<file path="src/hdl/dsfp_pkg.sv">
`default_nettype none
// ----------------------------------------------------------------------------
// Dust sensor frame parser package
// Shared constants, codes and the result record for the frame parser.
// ----------------------------------------------------------------------------
package dsfp_pkg;

  localparam int unsigned MAX_FRAME_LEN = 64;
  localparam int unsigned MIN_FRAME_LEN = 8;
  localparam int unsigned LEN_OFFSET    = 3;
  localparam int unsigned PREFIX_LEN    = 4;

  localparam logic [7:0]  PREFIX_FIRST  = 8'h42;
  localparam logic [7:0]  PREFIX_SECOND = 8'h4D;

  localparam int unsigned SUM_W    = 16;
  localparam int unsigned LEN_CFG_W = 7;
  localparam int unsigned APB_DW   = 32;
  localparam int unsigned APB_AW   = 3;

  localparam logic [LEN_CFG_W-1:0] LEN_TYPE_A_RST = 7'd32;
  localparam logic [LEN_CFG_W-1:0] LEN_TYPE_B_RST = 7'd24;

  typedef enum logic [1:0] {
    STAT_SUM_GOOD = 2'd0,
    STAT_SUM_BAD  = 2'd1,
    STAT_LEN_ERR  = 2'd2
  } frame_status_e;

  typedef enum logic [1:0] {
    TYPE_UNKNOWN = 2'd0,
    TYPE_A       = 2'd1,
    TYPE_B       = 2'd2
  } sensor_type_e;

  typedef enum logic {
    REG_LEN_TYPE_A = 1'b0,
    REG_LEN_TYPE_B = 1'b1
  } reg_index_e;

  typedef enum logic [1:0] {
    ST_HUNT   = 2'd0,
    ST_PREFIX = 2'd1,
    ST_FRAME  = 2'd2
  } parse_state_e;

  typedef struct packed {
    logic [1:0]           frame_status;
    logic [1:0]           sensor_type;
    logic [LEN_CFG_W-1:0] frame_length;
    logic [15:0]          first_word;
    logic [15:0]          second_word;
  } result_t;

endpackage
`default_nettype wire

</file>
<file path="src/hdl/dust_sensor_frame_parser_top.sv">
`default_nettype none
// ----------------------------------------------------------------------------
// Dust sensor frame parser
// Parse particle sensor serial frames: prefix 0x42 0x4D, big-endian length,
// 16-bit byte sum checked against the trailing checksum, one result per frame.
//
//   Channel   Direction  Handshake               Payload
//   in        sink       in_valid_i / in_stall_o  rx_byte_i
//   out       source     out_valid_o / out_stall_i frame_status_o, sensor_type_o,
//                                                frame_length_o, first_word_o,
//                                                second_word_o
//   cfg       APB slave  psel, penable, pready    paddr, pwdata, prdata
//
// Throughput is one byte per cycle while the output does not stall; a byte
// sits in the input register, then one pass of parser logic writes the
// result register as the frame's last byte leaves the input register.
// Reset clears the parser to prefix hunting and loads the type lengths.
// A stall on the output holds the input register only when it carries a
// byte and the result register is still full.
// ----------------------------------------------------------------------------
module dust_sensor_frame_parser_top #(
  parameter int unsigned MaxFrameLen = dsfp_pkg::MAX_FRAME_LEN
) (
  input  wire logic                            clk_i,
  input  wire logic                            rst_ni,
  // Byte input
  input  wire logic                            in_valid_i,
  output logic                                 in_stall_o,
  input  wire logic [7:0]                      rx_byte_i,
  // Result output
  output logic                                 out_valid_o,
  input  wire logic                            out_stall_i,
  output logic      [1:0]                      frame_status_o,
  output logic      [1:0]                      sensor_type_o,
  output logic      [dsfp_pkg::LEN_CFG_W-1:0]  frame_length_o,
  output logic      [15:0]                     first_word_o,
  output logic      [15:0]                     second_word_o,
  // Configuration
  input  wire logic                            psel,
  input  wire logic                            penable,
  input  wire logic                            pwrite,
  input  wire logic [dsfp_pkg::APB_AW-1:0]     paddr,
  input  wire logic [dsfp_pkg::APB_DW-1:0]     pwdata,
  output logic      [dsfp_pkg::APB_DW-1:0]     prdata,
  output logic                                 pready
);
  import dsfp_pkg::*;

  logic                 in_valid_q, in_valid_d;
  logic [7:0]           in_byte_q;
  logic                 advance;
  logic                 in_take;
  logic [LEN_CFG_W-1:0] len_type_a, len_type_b;
  logic                 res_valid;
  result_t              res_comb, res_out;

  // Advance the held byte when the result register is empty or draining
  assign advance    = in_valid_q && (!out_valid_o || !out_stall_i);
  assign in_stall_o = in_valid_q && !advance;
  assign in_take    = in_valid_i && !in_stall_o;

  always_comb begin
    in_valid_d = in_valid_q;
    if (in_take) begin
      in_valid_d = 1'b1;
    end else if (advance) begin
      in_valid_d = 1'b0;
    end
  end

  always_ff @(posedge clk_i or negedge rst_ni) begin
    if (!rst_ni) begin
      in_valid_q <= 1'b0;
    end else begin
      in_valid_q <= in_valid_d;
    end
  end

  always_ff @(posedge clk_i) begin
    if (in_take) begin
      in_byte_q <= rx_byte_i;
    end
  end

  dsfp_cfg_regs u_cfg (
    .clk_i        (clk_i),
    .rst_ni       (rst_ni),
    .psel         (psel),
    .penable      (penable),
    .pwrite       (pwrite),
    .paddr        (paddr),
    .pwdata       (pwdata),
    .prdata       (prdata),
    .pready       (pready),
    .len_type_a_o (len_type_a),
    .len_type_b_o (len_type_b)
  );

  dsfp_parser #(
    .MaxFrameLen (MaxFrameLen)
  ) u_parser (
    .clk_i        (clk_i),
    .rst_ni       (rst_ni),
    .step_i       (advance),
    .byte_i       (in_byte_q),
    .len_type_a_i (len_type_a),
    .len_type_b_i (len_type_b),
    .res_valid_o  (res_valid),
    .res_o        (res_comb)
  );

  dsfp_out_reg u_out (
    .clk_i       (clk_i),
    .rst_ni      (rst_ni),
    .load_i      (advance && res_valid),
    .res_i       (res_comb),
    .out_stall_i (out_stall_i),
    .out_valid_o (out_valid_o),
    .res_o       (res_out)
  );

  assign frame_status_o = res_out.frame_status;
  assign sensor_type_o  = res_out.sensor_type;
  assign frame_length_o = res_out.frame_length;
  assign first_word_o   = res_out.first_word;
  assign second_word_o  = res_out.second_word;

`ifndef SYNTHESIS
  // A length error carries no length and no type
  a_len_err_fields: assert property (@(posedge clk_i) disable iff (!rst_ni)
    (out_valid_o && (frame_status_o == STAT_LEN_ERR)) |->
      ((frame_length_o == '0) && (sensor_type_o == TYPE_UNKNOWN)))
    else $error("length error result carries nonzero fields");

  // A checked frame is never shorter than the minimum
  a_min_len: assert property (@(posedge clk_i) disable iff (!rst_ni)
    (out_valid_o && (frame_status_o != STAT_LEN_ERR)) |->
      (frame_length_o >= LEN_CFG_W'(MIN_FRAME_LEN)))
    else $error("checked frame shorter than minimum");

  // Input stall only while a byte waits in the input register
  a_stall_cause: assert property (@(posedge clk_i) disable iff (!rst_ni)
    in_stall_o |-> (in_valid_q && out_valid_o && out_stall_i))
    else $error("input stalled without a blocked byte");

  // Hold the input byte while the result register is blocked
  a_hold_byte: assert property (@(posedge clk_i) disable iff (!rst_ni)
    (in_valid_q && out_valid_o && out_stall_i) |=>
      (in_valid_q && $stable(in_byte_q)))
    else $error("blocked input byte lost");
`endif

endmodule
`default_nettype wire

</file>
<file path="src/hdl/dsfp_cfg_regs.sv">
`default_nettype none
// ----------------------------------------------------------------------------
// Frame parser configuration registers
// APB-style register file holding the two sensor type frame lengths.
// ----------------------------------------------------------------------------
module dsfp_cfg_regs (
  input  wire logic                            clk_i,
  input  wire logic                            rst_ni,
  input  wire logic                            psel,
  input  wire logic                            penable,
  input  wire logic                            pwrite,
  input  wire logic [dsfp_pkg::APB_AW-1:0]     paddr,
  input  wire logic [dsfp_pkg::APB_DW-1:0]     pwdata,
  output logic      [dsfp_pkg::APB_DW-1:0]     prdata,
  output logic                                 pready,
  output logic      [dsfp_pkg::LEN_CFG_W-1:0]  len_type_a_o,
  output logic      [dsfp_pkg::LEN_CFG_W-1:0]  len_type_b_o
);
  import dsfp_pkg::*;

  logic [LEN_CFG_W-1:0] len_a_q, len_a_d;
  logic [LEN_CFG_W-1:0] len_b_q, len_b_d;
  logic                 wr_en;
  reg_index_e           reg_idx;

  // Low address bits are ignored; bit 2 selects the register
  assign reg_idx = reg_index_e'(paddr[2]);
  assign wr_en   = psel & penable & pwrite;
  assign pready  = 1'b1;

  always_comb begin
    len_a_d = len_a_q;
    len_b_d = len_b_q;
    if (wr_en) begin
      unique case (reg_idx)
        REG_LEN_TYPE_A: len_a_d = pwdata[LEN_CFG_W-1:0];
        REG_LEN_TYPE_B: len_b_d = pwdata[LEN_CFG_W-1:0];
        default: ;
      endcase
    end
  end

  always_comb begin
    unique case (reg_idx)
      REG_LEN_TYPE_A: prdata = APB_DW'(len_a_q);
      REG_LEN_TYPE_B: prdata = APB_DW'(len_b_q);
      default:        prdata = '0;
    endcase
  end

  always_ff @(posedge clk_i or negedge rst_ni) begin
    if (!rst_ni) begin
      len_a_q <= LEN_TYPE_A_RST;
      len_b_q <= LEN_TYPE_B_RST;
    end else begin
      len_a_q <= len_a_d;
      len_b_q <= len_b_d;
    end
  end

  assign len_type_a_o = len_a_q;
  assign len_type_b_o = len_b_q;

endmodule
`default_nettype wire

</file>
<file path="src/hdl/dsfp_parser.sv">
`default_nettype none
// ----------------------------------------------------------------------------
// Frame parser core
// Prefix hunt, length check, running sum and result build, one byte a step.
// ----------------------------------------------------------------------------
module dsfp_parser #(
  parameter int unsigned MaxFrameLen = dsfp_pkg::MAX_FRAME_LEN
) (
  input  wire logic                            clk_i,
  input  wire logic                            rst_ni,
  input  wire logic                            step_i,
  input  wire logic [7:0]                      byte_i,
  input  wire logic [dsfp_pkg::LEN_CFG_W-1:0]  len_type_a_i,
  input  wire logic [dsfp_pkg::LEN_CFG_W-1:0]  len_type_b_i,
  output logic                                 res_valid_o,
  output dsfp_pkg::result_t                    res_o
);
  import dsfp_pkg::*;

  localparam int unsigned IdxW = $clog2(MaxFrameLen + 1);

  parse_state_e    state_q, state_d;
  logic [IdxW-1:0] idx_q, idx_d, idx_inc;
  logic [IdxW-1:0] exp_q, exp_d;
  logic [7:0]      len_hi_q, len_hi_d;
  logic [SUM_W-1:0] sum_q, sum_d;
  logic [7:0]      last_q, last_d;
  logic [7:0]      pay_q [4];
  logic [7:0]      pay_view [4];

  logic            is_len_hi, is_len_lo, len_err, frame_end, pay_wr;
  logic [8:0]      total;
  logic [SUM_W-1:0] calc_sum, given_sum;
  logic [7:0]      exp_ext;

  assign idx_inc   = idx_q + 1'b1;
  assign is_len_hi = (idx_q == IdxW'(LEN_OFFSET - 1));
  assign is_len_lo = (idx_q == IdxW'(LEN_OFFSET));
  assign total     = {1'b0, byte_i} + 9'(PREFIX_LEN);
  assign len_err   = (state_q == ST_FRAME) && is_len_lo &&
                     ((len_hi_q != 8'd0) || (total < 9'(MIN_FRAME_LEN)) ||
                      (total > 9'(MaxFrameLen)));
  assign frame_end = (state_q == ST_FRAME) && !is_len_hi && !is_len_lo &&
                     (idx_inc == exp_q);
  assign pay_wr    = (state_q == ST_FRAME) && (idx_q >= IdxW'(4)) &&
                     (idx_q <= IdxW'(7));

  // Next state
  always_comb begin
    state_d = state_q;
    unique case (state_q)
      ST_HUNT:   if (byte_i == PREFIX_FIRST) state_d = ST_PREFIX;
      ST_PREFIX: state_d = (byte_i == PREFIX_SECOND) ? ST_FRAME : ST_HUNT;
      ST_FRAME:  if (len_err || frame_end) state_d = ST_HUNT;
      default:   state_d = ST_HUNT;
    endcase
  end

  // Frame counters and sum
  always_comb begin
    idx_d    = idx_q;
    exp_d    = exp_q;
    len_hi_d = len_hi_q;
    sum_d    = sum_q;
    last_d   = last_q;
    unique case (state_q)
      ST_PREFIX: begin
        if (byte_i == PREFIX_SECOND) begin
          idx_d = IdxW'(2);
          sum_d = SUM_W'(PREFIX_FIRST) + SUM_W'(PREFIX_SECOND);
        end
      end
      ST_FRAME: begin
        idx_d  = idx_inc;
        sum_d  = sum_q + SUM_W'(byte_i);
        last_d = byte_i;
        if (is_len_hi) begin
          len_hi_d = byte_i;
        end else if (is_len_lo) begin
          if (len_err) begin
            idx_d = '0;
            exp_d = IdxW'(MaxFrameLen);
          end else begin
            exp_d = IdxW'(total);
          end
        end else if (frame_end) begin
          idx_d = '0;
        end
      end
      default: ;
    endcase
  end

  // Payload bytes as they stand after this byte
  always_comb begin
    for (int k = 0; k < 4; k++) begin
      pay_view[k] = (pay_wr && (idx_q[1:0] == 2'(k))) ? byte_i : pay_q[k];
    end
  end

  // Sum of all bytes but the trailing checksum pair
  assign calc_sum  = sum_q - SUM_W'(last_q);
  assign given_sum = {last_q, byte_i};
  assign exp_ext   = 8'(exp_q);

  // Result
  always_comb begin
    res_valid_o = len_err || frame_end;
    res_o       = '0;
    if (len_err) begin
      res_o.frame_status = STAT_LEN_ERR;
    end else begin
      res_o.frame_status = (calc_sum == given_sum) ? STAT_SUM_GOOD : STAT_SUM_BAD;
      if (exp_ext == {1'b0, len_type_a_i}) begin
        res_o.sensor_type = TYPE_A;
      end else if (exp_ext == {1'b0, len_type_b_i}) begin
        res_o.sensor_type = TYPE_B;
      end else begin
        res_o.sensor_type = TYPE_UNKNOWN;
      end
      res_o.frame_length = LEN_CFG_W'(exp_q);
      res_o.first_word   = {pay_view[0], pay_view[1]};
      res_o.second_word  = {pay_view[2], pay_view[3]};
    end
  end

  always_ff @(posedge clk_i or negedge rst_ni) begin
    if (!rst_ni) begin
      state_q  <= ST_HUNT;
      idx_q    <= '0;
      exp_q    <= IdxW'(MaxFrameLen);
      len_hi_q <= '0;
      sum_q    <= '0;
      last_q   <= '0;
    end else if (step_i) begin
      state_q  <= state_d;
      idx_q    <= idx_d;
      exp_q    <= exp_d;
      len_hi_q <= len_hi_d;
      sum_q    <= sum_d;
      last_q   <= last_d;
    end
  end

  always_ff @(posedge clk_i) begin
    if (step_i && pay_wr) begin
      pay_q[idx_q[1:0]] <= byte_i;
    end
  end

endmodule
`default_nettype wire

</file>
<file path="src/hdl/dsfp_out_reg.sv">
`default_nettype none
// ----------------------------------------------------------------------------
// Frame parser result register
// Hold one finished result until the downstream side takes it.
// ----------------------------------------------------------------------------
module dsfp_out_reg (
  input  wire logic              clk_i,
  input  wire logic              rst_ni,
  input  wire logic              load_i,
  input  wire dsfp_pkg::result_t res_i,
  input  wire logic              out_stall_i,
  output logic                   out_valid_o,
  output dsfp_pkg::result_t      res_o
);
  import dsfp_pkg::*;

  logic    valid_q, valid_d;
  result_t res_q;

  always_comb begin
    valid_d = valid_q;
    if (load_i) begin
      valid_d = 1'b1;
    end else if (valid_q && !out_stall_i) begin
      valid_d = 1'b0;
    end
  end

  always_ff @(posedge clk_i or negedge rst_ni) begin
    if (!rst_ni) begin
      valid_q <= 1'b0;
    end else begin
      valid_q <= valid_d;
    end
  end

  always_ff @(posedge clk_i) begin
    if (load_i) begin
      res_q <= res_i;
    end
  end

  assign out_valid_o = valid_q;
  assign res_o       = res_q;

endmodule
`default_nettype wire
</file>
<file path="config.mk">
export PLATFORM = sky130hd
export DESIGN_NAME = dust_sensor_frame_parser_top
export DESIGN_NICKNAME = d
export VERILOG_FILES = /design/src/hdl/dsfp_pkg.sv /design/src/hdl/dust_sensor_frame_parser_top.sv /design/src/hdl/dsfp_cfg_regs.sv /design/src/hdl/dsfp_parser.sv /design/src/hdl/dsfp_out_reg.sv
export SDC_FILE = /design/constraint.sdc
export NUM_CORES = 1
export LEC_CHECK = 0
export BUFFER_PORTS_ARGS = -buffer_cell sky130_fd_sc_hd__buf_2
export CAP_MARGIN = 20
export CORE_MARGIN = 4
export CORE_UTILIZATION = 60
export CTS_CLUSTER_DIAMETER = 100
export CTS_CLUSTER_SIZE = 40
export DETAILED_ROUTE_END_ITERATION = 6
export PLACE_DENSITY = 0.82
export SETUP_SLACK_MARGIN = 0.15
export SYNTH_ARGS = -nofsm -noshare
export SYNTH_HDL_FRONTEND = slang
export SYNTH_SLANG_ARGS = --single-unit
</file>
<file path="constraint.sdc">
create_clock -name clk_i -period 6.9 [get_ports clk_i]
set_clock_uncertainty 0.1 [all_clocks]
set_input_delay 1.38 -clock clk_i [delete_from_list [all_inputs] [get_ports clk_i]]
set_output_delay 1.38 -clock clk_i [all_outputs]
set_load 0.03 [all_outputs]
</file>
# After elaboration in Yosys (flattened, before gate mapping)
# Memory sizes are Yosys's and may differ from the RTL's. A register that Yosys moved wholly into a read port is not among the register bits.
# Cells that the tools add are included.
[totals]
ff_bits = 83
latch_bits = 0
ram_bits = 32
mem_bits_ro = 0
in_bits = 50
out_inout_bits = 78
word_cells = 100
mem_count = 1
[classes]
add_sub_neg = 4
multipliers = 0
n_div = 0
magnitude_cmp = 4
eq_ne = 13
shifts = 0
muxes = 23
bitwise_logic = 4
reduce_logical = 36
[memory_table]
columns = ["memory", "words", "word_bits", "rd", "rd_ports_with_merged_regs", "write_ports", "line", "source"]
rows = [
  ["u_parser.pay_q", 4, 8, 4, 4, 1, "dsfp_parser.sv:28", "logic [7:0] pay_q [4];"],
]
[op_table]
columns = ["op", "count"]
rows = [
  ["32-bit case mux with 2 select lines", 1],
  ["7-bit 2-to-1 mux", 6],
  ["16-bit case mux with 2 select lines", 1],
  ["7-bit == test", 3],
  ["16-bit by 8-bit adder with 16-bit output", 1],
  ["16-bit == test", 1],
  ["8-bit by 7-bit == test with 1-bit output, second input constant", 2],
  ["16-bit 2-to-1 mux", 1],
  ["16-bit by 8-bit subtractor with 16-bit output", 1],
  ["7-bit by 2-bit == test with 1-bit output, second input constant", 2],
  ["7-bit case mux with 2 select lines", 1],
  ["1-bit logical AND", 13],
  ["8-bit by 3-bit adder with 9-bit output, second input constant", 1],
  ["9-bit by 7-bit > comparator with 1-bit output, second input constant", 1],
  ["9-bit by 4-bit < comparator with 1-bit output, second input constant", 1],
  ["3-bit AND reduction", 3],
  ["1-bit 2-to-1 mux", 8],
  ["2-bit 2-to-1 mux", 4],
  ["8-bit nonzero test", 1],
  ["7-bit by 1-bit adder with 7-bit output, second input constant", 1],
  ["7-bit by 3-bit greater-or-equal comparator with 1-bit output, second input constant", 1],
  ["7-bit by 3-bit <= comparator with 1-bit output, second input constant", 1],
  ["1-bit logical NOT", 6],
  ["2-bit case mux with 3 select lines", 1],
  ["12 further kinds", 22],
]

# Longest topological paths before layout
# Gate-level depths: netlist (run 1).
[depth]
ltp_word = 9
mapped_depth = 12
depth_no_buf = 12

# Modules after synthesis
# A second synthesis (run 1) with hierarchy kept.
[hier_totals]
hier_cells = 709
hier_area_um2 = 7729.9
[modules_own_cells]
columns = ["module", "n_inst", "cells_per_inst", "area_per_inst_um2"]
rows = [
  ["dsfp_parser", 1, 583, 5261.3],
  ["dsfp_out_reg", 1, 45, 1323.8],
  ["dsfp_cfg_regs", 1, 66, 840.8],
  ["dust_sensor_frame_parser_top", 1, 15, 304.0],
]

# Worst setup path before layout (run 1)
# No wires, ideal clock.
[synth_timing]
path_kind = "register to register"
from = "register u_parser.idx_q[0]"
to = "register first_word_o[0] (netlist name)"
setup_time_ns = 0.443
arrival_ns = 3.625
required_time_ns = 6.357
slack_ns = 2.732
stages_incl_launch_ff = 10
synth_period_minus_slack_ns = 4.168
cell_sequence = "dfrtp_1 > ha_1 > buf_2 > nand3_2 > or2_1 > xnor2_1 > nand4_1 > nor3b_2 > nor2_1 > nor2_1"
[synth_between]
elab_chain_cells = 7
elab_cells_between_ends = 13
cone_classes = "add/sub (1); eq/ne (3); reduce/logical (9)"
[synth_lines]
columns = ["element", "line", "source"]
rows = [
  ["from (decl)", "dsfp_parser.sv:23", "logic [IdxW-1:0] idx_q, idx_d, idx_inc;"],
  ["from (signal assigned)", "dsfp_parser.sv:137", "idx_q <= idx_d;"],
  ["branches (longest 5 deep; another with 7-bit by 1-bit adder with 7-bit output)", "n/a", ""],
  ["1-bit logical OR *", "dsfp_parser.sv:108", "res_valid_o = len_err || frame_end;"],
  ["1-bit logical AND *", "dust_sensor_frame_parser_top.sv:115", ".load_i (advance && res_valid),"],
  ["net u_out.load_i", "dsfp_out_reg.sv:9", "input wire logic load_i,"],
]
# Mark *: on every way through the listed nets, which the timed path passes.
# A chain may end at the register's enable or synchronous reset.

# Worst setup path in the final report (run 1)
[layout_timing]
from = "register in_byte_q[4]"
to = "register first_word_o[6] (netlist name)"
[layout_between]
elab_chain_cells = 7
elab_cells_between_ends = 8
cone_classes = "add/sub (1); order compare (2); reduce/logical (5)"
[layout_lines]
columns = ["element", "line", "source"]
rows = [
  ["from (decl)", "dust_sensor_frame_parser_top.sv:50", "logic [7:0] in_byte_q;"],
  ["from (signal assigned)", "dust_sensor_frame_parser_top.sv:81", "in_byte_q <= rx_byte_i;"],
  ["8-bit by 3-bit adder with 9-bit output *", "dsfp_parser.sv:39", "assign total = {1'b0, byte_i} + 9'(PREFIX_LEN);"],
  ["9-bit by 4-bit < comparator with 1-bit output", "dsfp_parser.sv:41", "((len_hi_q != 8'd0) || (total < 9'(MIN_FRAME_LEN)) ||"],
  ["1-bit logical OR", "dsfp_parser.sv:41", ""],
  ["1-bit logical OR *", "dsfp_parser.sv:41", ""],
  ["1-bit logical AND *", "dsfp_parser.sv:40", "assign len_err = (state_q == ST_FRAME) && is_len_lo &&"],
  ["1-bit logical OR *", "dsfp_parser.sv:108", ""],
  ["1-bit logical AND *", "dust_sensor_frame_parser_top.sv:115", ""],
  ["net u_out.load_i", "dsfp_out_reg.sv:9", ""],
]
# The timed path passes the listed nets; every way through them passes the cells marked *.

==> results of run 1 <==
path summary, 6_finish.rpt:
check	startpoint	end	slack, ns	cells after the start
setup / recovery	in_byte_q[4]	first_word_o[6]	2.78	9
hold reg to reg	u_parser.len_hi_q[2]	u_parser.len_hi_q[2]	0.40	2
hold / removal	u_parser.len_hi_q[2]	u_parser.len_hi_q[2]	0.40	2
min in group asynchronous	rst_ni	u_parser.sum_q[8]	1.04	2
setup reg to reg	in_byte_q[4]	first_word_o[6]	2.78	9
max in group asynchronous	rst_ni	u_parser.len_hi_q[0]	5.13	2
power by group through the flow:
stage               clock [W]  sequential [W]  combinational [W]
finish               0.000932         0.00132            0.00138
global route         0.000989         0.00135            0.00152
CTS                  0.000947         0.00132            0.00136
detailed placement          0         0.00133            0.00134
global placement            0         0.00132            0.00127
floorplan                   0         0.00137            0.00101
cells in the final DEF, fill, tap and decap left out, types with 3 or more instances in the layout:
| master | count |
|---|---|
| sky130_fd_sc_hd__edfxtp_1 | 83 |
| sky130_fd_sc_hd__o21a_1 | 3 |
| sky130_fd_sc_hd__dfstp_2 | 4 |
| sky130_fd_sc_hd__nor4_1 | 9 |
| sky130_fd_sc_hd__and3_1 | 3 |
| sky130_fd_sc_hd__a31oi_1 | 4 |
| sky130_fd_sc_hd__nor2_2 | 3 |
| sky130_fd_sc_hd__a21oi_1 | 49 |
| sky130_fd_sc_hd__clkinv_1 | 4 |
| sky130_fd_sc_hd__nor3b_1 | 3 |
| sky130_fd_sc_hd__nor3_1 | 8 |
| sky130_fd_sc_hd__nand3_1 | 16 |
| sky130_fd_sc_hd__nor2_1 | 30 |
| sky130_fd_sc_hd__a21o_1 | 4 |
| sky130_fd_sc_hd__xnor2_1 | 29 |
| sky130_fd_sc_hd__buf_2 | 74 |
| sky130_fd_sc_hd__nand2b_1 | 7 |
| sky130_fd_sc_hd__inv_1 | 20 |
| sky130_fd_sc_hd__xor2_1 | 37 |
| sky130_fd_sc_hd__dfrtp_1 | 60 |
| sky130_fd_sc_hd__nor2b_1 | 14 |
| sky130_fd_sc_hd__bufinv_16 | 3 |
| sky130_fd_sc_hd__ha_1 | 22 |
| sky130_fd_sc_hd__mux2_2 | 26 |
| sky130_fd_sc_hd__inv_6 | 3 |
| sky130_fd_sc_hd__a211oi_1 | 4 |
| sky130_fd_sc_hd__o21ai_0 | 24 |
| sky130_fd_sc_hd__a22o_1 | 8 |
| sky130_fd_sc_hd__nand2_1 | 106 |
| sky130_fd_sc_hd__nand4_1 | 11 |
| sky130_fd_sc_hd__clkinvlp_4 | 3 |
| sky130_fd_sc_hd__conb_1 | 26 |
| sky130_fd_sc_hd__clkbuf_16 | 17 |
layout make-up:
cell class,count,area share
clock buffers,18,0.05051
clock inverters,14,0.02091
inverters,24,0.01060
multi-input cells,483,0.3631
flip-flops and latches,147,0.4824
well taps,168,0.02474
repair buffers,77,0.04771
metrics by stage:
stage / hold WS, ns / util / total power [W] / setup WS [ns]
floorplan: 0.3502 / - / 0.002381 / 2.732
global placement: 0.3656 / 0.6498 / 0.002591 / 2.575
detailed placement: 0.3716 / 0.6498 / 0.002673 / 2.425
CTS: 0.3892 / 0.6999 / 0.003635 / 2.379
global route: 0.4313 / 0.7016 / 0.003854 / 2.559
finish: 0.3976 / 0.7016 / 0.003639 / 2.780
cells by family after synthesis:
kind of cell,share of synthesized area
AO/OA/AOI/OAI,0.09015
XOR/XNOR,0.07727
adder cells (fa/ha/maj),0.04215
buffers and inverters,0.05302
flip-flops,0.5479
multiplexers,0.04047
other,0.001004
AND/OR/NAND/NOR,0.1480
metal layers:
metal	part of all wire	wire [um]	GRT usage	vias up
li1	-	-	-	2479
met4	0.015	242	0.07588	0
met2	0.49	7840	0.3750	255
met5	0	0	0	-
met1	0.42	6723	0.3019	2534
met3	0.076	1221	0.06173	21
flip-flops by register name, summed over array words and instances (netlist names):
signal	count
u_parser.exp_q	7
u_parser.len_hi_q	8
first_word_o	16
u_parser.sum_q	16
u_parser.idx_q	7
u_out.res_o	11
u_parser.pay_q	32
second_word_o	16
u_cfg.len_type_a_o	7
u_out.out_valid_o	1
u_parser.state_q	2
u_cfg.len_type_b_o	7
u_parser.last_q	8
in_byte_q	8
in_valid_q	1
critical path, stage by stage (launching register included):
cell	delay, ns
sky130_fd_sc_hd__edfxtp_1	0.88
sky130_fd_sc_hd__and3_4	0.34
sky130_fd_sc_hd__xor2_1	0.26
sky130_fd_sc_hd__nor4bb_1	0.10
sky130_fd_sc_hd__nor2_1	0.12
sky130_fd_sc_hd__a211o_1	0.21
sky130_fd_sc_hd__nor2b_4	0.90
sky130_fd_sc_hd__nor2_1	0.26
sky130_fd_sc_hd__nor2_4	0.34
sky130_fd_sc_hd__buf_12	0.26
==> impl_metrics.prom, run 1 <==
# TYPE chip_impl_metric gauge
chip_impl_info{name="synth_ff_type",value="sky130_fd_sc_hd__edfxtp_1"} 1
chip_impl_metric{name="combinationalPowerShare",unit=""} 0.380
chip_impl_metric{name="area_growth",unit="%"} 13.58
chip_impl_metric{name="required",unit="ns"} 6.91
chip_impl_metric{name="swShare",unit=""} 0.3774
chip_impl_metric{name="fillers",unit=""} 860
chip_impl_info{name="synth_most_common_cell",value="sky130_fd_sc_hd__nand2_1"} 1
chip_impl_metric{name="syn_area_per_cell",unit="um^2"} 11.02
chip_impl_info{name="netlist_top_cells_area",value="sky130_fd_sc_hd__edfxtp_1, sky130_fd_sc_hd__dfrtp_1, sky130_fd_sc_hd__nand2_1"} 1
chip_impl_metric{name="final.period_utilization",unit=""} 0.5971
chip_impl_metric{name="io-pin-count",unit=""} 128
chip_impl_metric{name="relSlewSlack",unit=""} 0.2811
chip_impl_metric{name="fmax",unit="MHz"} 242.7
chip_impl_metric{name="part_of_the_power_in_the_clock_network",unit=""} 0.256
chip_impl_info{name="worst_setup_path_start_kind",value="flop"} 1
chip_impl_metric{name="htreeDepth",unit=""} 4
chip_impl_metric{name="grt_antenna_before_repair",unit=""} 0
chip_impl_metric{name="netlist_area",unit="um^2"} 7481
chip_impl_metric{name="clkLatencyLatePin",unit="ns"} 0.42
chip_impl_info{name="grt_setup_unrepaired",value="false"} 1
chip_impl_metric{name="period_minus_slack",unit="ns"} 4.120
chip_impl_metric{name="cts_made_buffers",unit=""} 17
chip_impl_metric{name="detail_route.drc_violations",unit=""} 0
chip_impl_info{name="worst-setup-path-type",value="reg2reg"} 1
chip_impl_metric{name="initialDrtViolationCount",unit=""} 563
chip_impl_metric{name="routed_wire_length_per_instance",unit="um"} 17.21
chip_impl_metric{name="firstDrtPassIters",unit=""} 5
chip_impl_metric{name="power_density",unit="nW/um^2"} 428.2
chip_impl_info{name="run_status",value="finished clean"} 1
chip_impl_metric{name="grt_max_degree",unit=""} 65
chip_impl_metric{name="netlist_instances",unit=""} 679
chip_impl_metric{name="synth.ff_latch_count",unit=""} 147
chip_impl_metric{name="bufs_on_longest_clock_path",unit=""} 2
chip_impl_metric{name="chipWidth",unit="um"} 119.7
chip_impl_metric{name="die_height",unit="um"} 119.7
chip_impl_metric{name="global_route_overflow",unit=""} 0
chip_impl_metric{name="dr_total_vias",unit=""} 5289
chip_impl_metric{name="post_cts_buffers",unit=""} 0
chip_impl_metric{name="synth-seq-area-share",unit=""} 0.5479
chip_impl_metric{name="seq_area",unit="um^2"} 4099
chip_impl_metric{name="placedCellCount",unit=""} 898
chip_impl_metric{name="power.sequential.fraction",unit=""} 0.364
chip_impl_metric{name="power.switching",unit="W"} 0.001373
chip_impl_metric{name="nets",unit=""} 824
chip_impl_metric{name="initial_core_util",unit=""} 0.6177
chip_impl_metric{name="ir_drop",unit="uV"} 208.3
chip_impl_metric{name="worstPathMaxFanout",unit=""} 45
chip_impl_metric{name="place_hpwl",unit="mm"} 10.30
chip_impl_metric{name="globalplace.congestion",unit=""} 0.8840
chip_impl_metric{name="static-leakage-power",unit="nW"} 3.587
chip_impl_metric{name="cts.reportedPaths.clkPinSlew",unit="ns"} 0.06
chip_impl_metric{name="critical_path_arrival",unit="ns"} 4.13
chip_impl_info{name="min-delay-path-class",value="reg2reg"} 1
chip_impl_info{name="yosysTopAreaCell",value="sky130_fd_sc_hd__edfxtp_1"} 1
chip_impl_metric{name="clock-sinks",unit=""} 147
chip_impl_metric{name="finalSetupViolations",unit=""} 0
chip_impl_metric{name="totalNegativeSetupSlack",unit="ns"} 0
chip_impl_info{name="cts_tree",value="done"} 1
chip_impl_metric{name="antenna_violating_nets_post_route",unit=""} 0
chip_impl_info{name="clock-root-buffer",value="sky130_fd_sc_hd__clkbuf_16"} 1
chip_impl_metric{name="internal_power",unit="W"} 0.002265
chip_impl_metric{name="yosys.area.top_type_share",unit=""} 0.3332
chip_impl_metric{name="maxSlewViolCount",unit=""} 0
chip_impl_metric{name="worstMarginPinSlew",unit="ns"} 1.077
chip_impl_metric{name="fp-row-count",unit=""} 40
chip_impl_metric{name="synth_async_sr_flop_share",unit=""} 0.4354
chip_impl_metric{name="placed_instance_area",unit="um^2"} 7870
chip_impl_metric{name="fin_cells",unit=""} 931
chip_impl_metric{name="cts_hold_repair.buffers",unit=""} 0
chip_impl_metric{name="die_area",unit="um^2"} 14320
chip_impl_metric{name="first_global_vias",unit=""} 5105
chip_impl_metric{name="fin_area",unit="um^2"} 8497
chip_impl_metric{name="io_buffers",unit=""} 74
chip_impl_info{name="synth_top_cells_by_count",value="sky130_fd_sc_hd__nand2_1, sky130_fd_sc_hd__edfxtp_1, sky130_fd_sc_hd__dfrtp_1, sky130_fd_sc_hd__a21oi_1, sky130_fd_sc_hd__xor2_1"} 1
chip_impl_metric{name="synth_enable_flop_cells",unit=""} 83
chip_impl_metric{name="synth.lib_cells_used.distinct",unit=""} 63
chip_impl_metric{name="cts_repair_resize_count",unit=""} 0
chip_impl_metric{name="layout-drive-gt1-share",unit=""} 0.1992
chip_impl_metric{name="ys.warnings.count",unit=""} 0
chip_impl_metric{name="antenna_cells",unit=""} 0
chip_impl_metric{name="cap_viol_max_count",unit=""} 0
chip_impl_metric{name="grt_pass1_wl",unit="mm"} 25.94
chip_impl_metric{name="multi_input_area",unit="um^2"} 3085
chip_impl_metric{name="global_route_usage_over_all_layers",unit=""} 0.2303
chip_impl_metric{name="hold_fails_final_rpt",unit=""} 0
chip_impl_metric{name="core_region_area",unit="um^2"} 12110
chip_impl_metric{name="route.final.wire_length",unit="mm"} 16.03
chip_impl_info{name="endpoint_kind",value="flop"} 1
chip_impl_metric{name="avgViaCountPerCell",unit=""} 5.681
No activity file was read; power rests on OpenSTA's default activity.
==> run 2: changes to the inputs <==
ABC_AREA = 1   (was not set)
CORE_UTILIZATION = 52   (was 60)
PLACE_DENSITY = 0.75   (was 0.82)
clock period = 3.43 ns   (was 6.9 ns; I/O delays follow)
==> run 2 against run 1 <==
  * Register-to-register slack worse by 2.1 ns
  * Critical endpoint is now first_word_o[3]
  * Final area is 6.1% higher
  * Flip-flop and latch count stayed put
  * Global-route usage is 2.4 points lower
  * Synthesized area is 6.0% higher
  * Sequential share of layout area is 2.8 points lower
  * Core utilization is 9.0 points lower
  * First-iteration DRC count is 10% lower
==> impl_metrics.prom, run 2 <==
# TYPE chip_impl_metric gauge
chip_impl_metric{name="yosys.area.top_type_share",unit=""} 0.3143
chip_impl_info{name="endpoint_kind",value="flop"} 1
chip_impl_metric{name="worstPathMaxFanout",unit=""} 43
chip_impl_metric{name="relSlewSlack",unit=""} 0.5455
chip_impl_metric{name="crit_cells",unit=""} 13
chip_impl_metric{name="syn_area_per_cell",unit="um^2"} 8.991
chip_impl_metric{name="htreeDepth",unit=""} 4
chip_impl_metric{name="cts_hold_repair.buffers",unit=""} 0
chip_impl_info{name="run_status",value="finished clean"} 1
chip_impl_metric{name="ys.warnings.count",unit=""} 0
chip_impl_metric{name="netlist_instances",unit=""} 882
chip_impl_metric{name="period_minus_slack",unit="ns"} 2.702
chip_impl_info{name="grt_setup_unrepaired",value="false"} 1
chip_impl_metric{name="largest_register_ff_count",unit=""} 32
chip_impl_metric{name="totalNegativeSetupSlack",unit="ns"} 0
chip_impl_metric{name="synth_async_sr_flop_share",unit=""} 0.4354
chip_impl_metric{name="grt_antenna_before_repair",unit=""} 0
chip_impl_metric{name="core_region_area",unit="um^2"} 14750
chip_impl_info{name="worst_path_top_cell_family_by_delay",value="simple AND/OR/NAND/NOR gates"} 1
chip_impl_info{name="synth_top_cells_by_count",value="sky130_fd_sc_hd__nand2_1, sky130_fd_sc_hd__inv_1, sky130_fd_sc_hd__edfxtp_1, sky130_fd_sc_hd__nor2_1, sky130_fd_sc_hd__dfrtp_1"} 1
chip_impl_metric{name="grtUsageMet3",unit=""} 0.04511
chip_impl_metric{name="area_growth",unit="%"} 13.70
chip_impl_info{name="netlist_top_cells_area",value="sky130_fd_sc_hd__edfxtp_1, sky130_fd_sc_hd__dfrtp_1, sky130_fd_sc_hd__nand2_1"} 1
chip_impl_metric{name="post_cts_buffers",unit=""} 0
chip_impl_metric{name="fmax",unit="MHz"} 370.1
chip_impl_metric{name="globalplace.congestion",unit=""} 0.8894
chip_impl_metric{name="clock-sinks",unit=""} 147
chip_impl_info{name="crit_path_start",value="u_parser.idx_q[0]"} 1
chip_impl_metric{name="antenna_violating_nets_post_route",unit=""} 0
chip_impl_metric{name="fillers",unit=""} 1259
chip_impl_metric{name="cts_repair_resize_count",unit=""} 0
chip_impl_metric{name="placed_instance_area",unit="um^2"} 8437
chip_impl_metric{name="hold_fails_final_rpt",unit=""} 0
chip_impl_metric{name="route.final.wire_length",unit="mm"} 17.49
chip_impl_info{name="worst_r2r_startpoint",value="u_parser.idx_q[0]"} 1
chip_impl_metric{name="grt_max_degree",unit=""} 44
chip_impl_metric{name="io_buffers",unit=""} 74
chip_impl_info{name="crit_slowest_cell",value="sky130_fd_sc_hd__dfrtp_1"} 1
chip_impl_metric{name="synth.ff_latch_count",unit=""} 147
chip_impl_metric{name="synth.lib_cells_used.distinct",unit=""} 42
chip_impl_metric{name="grt_pass1_wl",unit="mm"} 28.89
chip_impl_metric{name="post-place-ws",unit="ns"} 0.6505
chip_impl_metric{name="ir_drop",unit="uV"} 351.0
chip_impl_info{name="yosysTopAreaCell",value="sky130_fd_sc_hd__edfxtp_1"} 1
chip_impl_metric{name="firstDrtPassIters",unit=""} 5
chip_impl_metric{name="layout-drive-gt1-share",unit=""} 0.1569
chip_impl_info{name="synth_most_common_cell",value="sky130_fd_sc_hd__nand2_1"} 1
chip_impl_metric{name="required",unit="ns"} 3.43
chip_impl_metric{name="fin_area",unit="um^2"} 9016
chip_impl_metric{name="detail_route.drc_violations",unit=""} 0
chip_impl_metric{name="routed_wire_length_per_instance",unit="um"} 15.09
chip_impl_metric{name="maxSlewViolCount",unit=""} 0
chip_impl_info{name="worst_setup_path_start_kind",value="flop"} 1
chip_impl_metric{name="global_route_usage_over_all_layers",unit=""} 0.2061
chip_impl_metric{name="clkLatencyLatePin",unit="ns"} 0.42
chip_impl_metric{name="final.period_utilization",unit=""} 0.7878
chip_impl_metric{name="synth-seq-area-share",unit=""} 0.5169
chip_impl_metric{name="static-leakage-power",unit="nW"} 4.058
chip_impl_metric{name="dr_total_vias",unit=""} 6140
chip_impl_metric{name="fp-row-count",unit=""} 44
chip_impl_metric{name="critPathMaxStageDelay",unit="ns"} 0.50
chip_impl_metric{name="bufs_on_longest_clock_path",unit=""} 2
chip_impl_metric{name="cts_made_buffers",unit=""} 17
chip_impl_metric{name="global_route.usage.met2",unit=""} 0.3470
chip_impl_metric{name="synth_enable_flop_cells",unit=""} 83
chip_impl_info{name="timing.rr.end",value="first_word_o[3]"} 1
chip_impl_metric{name="initialDrtViolationCount",unit=""} 505
chip_impl_metric{name="place_hpwl",unit="mm"} 12.40
chip_impl_metric{name="avgViaCountPerCell",unit=""} 5.298
chip_impl_info{name="worst-setup-path-type",value="reg2reg"} 1
chip_impl_metric{name="nets",unit=""} 1036
chip_impl_info{name="critical_path.cell_chain",value="inv_1 -> ha_1 -> inv_1 -> nand2_1 -> nand3_1 -> nor2_1 -> nand3_1 -> nor2_4 -> nand4_4 -> nand2_1 -> nand2_1 -> inv_1 -> buf_12"} 1
chip_impl_metric{name="cap_viol_max_count",unit=""} 0
chip_impl_metric{name="power_density",unit="nW/um^2"} 490.3
chip_impl_info{name="synth_ff_type",value="sky130_fd_sc_hd__edfxtp_1"} 1
chip_impl_metric{name="io-pin-count",unit=""} 128
chip_impl_metric{name="chipWidth",unit="um"} 131.5
chip_impl_metric{name="worstMarginPinSlew",unit="ns"} 0.6815
chip_impl_info{name="cp-endpoint",value="first_word_o[3]"} 1
chip_impl_metric{name="rr_worst_depth",unit=""} 13
chip_impl_info{name="global_route_layer_with_the_greatest_usage",value="met2"} 1
chip_impl_metric{name="cts.reportedPaths.clkPinSlew",unit="ns"} 0.06
chip_impl_metric{name="global_route_met1_usage",unit=""} 0.2646
chip_impl_metric{name="die_height",unit="um"} 131.5
chip_impl_metric{name="antenna_cells",unit=""} 0
chip_impl_metric{name="finalWorstSetupSlack",unit="ns"} 0.7279
chip_impl_info{name="layout.cells.most_common",value="sky130_fd_sc_hd__nand2_1"} 1
chip_impl_info{name="min-delay-path-class",value="in2async"} 1
chip_impl_metric{name="initial_core_util",unit=""} 0.5375
chip_impl_metric{name="finalSetupViolations",unit=""} 0
chip_impl_metric{name="first_global_vias",unit=""} 5867
chip_impl_metric{name="netlist_area",unit="um^2"} 7930
chip_impl_info{name="clock-root-buffer",value="sky130_fd_sc_hd__clkbuf_16"} 1
chip_impl_info{name="cts_tree",value="done"} 1
chip_impl_info{name="final_cell_mix",value="sky130_fd_sc_hd__nand2_1, sky130_fd_sc_hd__inv_1, sky130_fd_sc_hd__edfxtp_1"} 1
chip_impl_metric{name="critical_path_arrival",unit="ns"} 2.70
chip_impl_metric{name="die_area",unit="um^2"} 17290
chip_impl_metric{name="setup.reg_to_reg.worst_slack",unit="ns"} 0.73
chip_impl_metric{name="utilization",unit=""} 0.6111
chip_impl_metric{name="critical_path_buf_inv_count",unit=""} 4
chip_impl_metric{name="global_route_overflow",unit=""} 0
==> run 2: layer usage <==
metal | wire length, um | vias up | part of all wire
li1 | - | 3053 | -
met1 | 7562 | 2897 | 0.43
met2 | 8668 | 173 | 0.50
met3 | 980 | 17 | 0.056
met4 | 276 | 0 | 0.016
met5 | 0 | - | 0
==> run 2: worst reg2reg max path, cell delays in order, from the launching register on <==
cell                      delay (ns)
sky130_fd_sc_hd__dfrtp_1        0.50
sky130_fd_sc_hd__inv_1          0.14
sky130_fd_sc_hd__ha_1           0.37
sky130_fd_sc_hd__inv_1          0.05
sky130_fd_sc_hd__nand2_1        0.05
sky130_fd_sc_hd__nand3_1        0.07
sky130_fd_sc_hd__nor2_1         0.11
sky130_fd_sc_hd__nand3_1        0.14
sky130_fd_sc_hd__nor2_4         0.12
sky130_fd_sc_hd__nand4_4        0.17
sky130_fd_sc_hd__nand2_1        0.12
sky130_fd_sc_hd__nand2_1        0.07
sky130_fd_sc_hd__inv_1          0.10
sky130_fd_sc_hd__buf_12         0.22
==> run 2: how the worst min path moves through the flow <==
stage / end / slack, ns / cells past startpoint
floorplan: in_valid_q / 0.29 / 0
global placement: u_parser.len_hi_q[3] / 0.37 / 2
detailed placement: u_parser.len_hi_q[7] / 0.38 / 2
CTS: u_cfg.len_type_a_o[6] / 0.02 / 1
global route: u_cfg.len_type_a_o[6] / 0.03 / 1
finish: u_cfg.len_type_a_o[3] / 0.03 / 1
==> run 2: kinds of logic after synthesis <==
logic type	synth area share
flops	0.5169
xor+xnor	0.04639
compound gates	0.09925
fa+ha+maj	0.03976
buf+inv	0.08741
simple gates	0.2094
other cells	0.0009470
==> run 2: cell type report <==
class / count / area (um^2) / area share
repair buffers: 91 / 523.0 / 0.05801
flip-flops and latches: 147 / 4099 / 0.4546
clock inverters: 11 / 128.9 / 0.01429
clock buffers: 21 / 450.4 / 0.04996
multi-input cells: 610 / 3228 / 0.3580
well taps: 184 / 230.2 / 0.02553
inverters: 95 / 356.6 / 0.03955
==> run 2: through the flow <==
stage	hold slack [ns]	cells	total power [W]
after detailed placement	0.3754	1127	0.002647
after floorplan	0.2904	906	0.002506
after global routing	0.02579	1159	0.004625
final	0.03169	1159	0.004421
after CTS	0.02310	1159	0.004446
after global placement	0.3662	1127	0.002631
==> run 2: report_power, final <==
group	switching, W	total, W	internal (W)
Combinational	0.000406	0.000618	0.000212
Clock	0.000709	0.00180	0.00109
Sequential	0.0000720	0.00200	0.00193
Total	0.00119	0.00442	0.00323
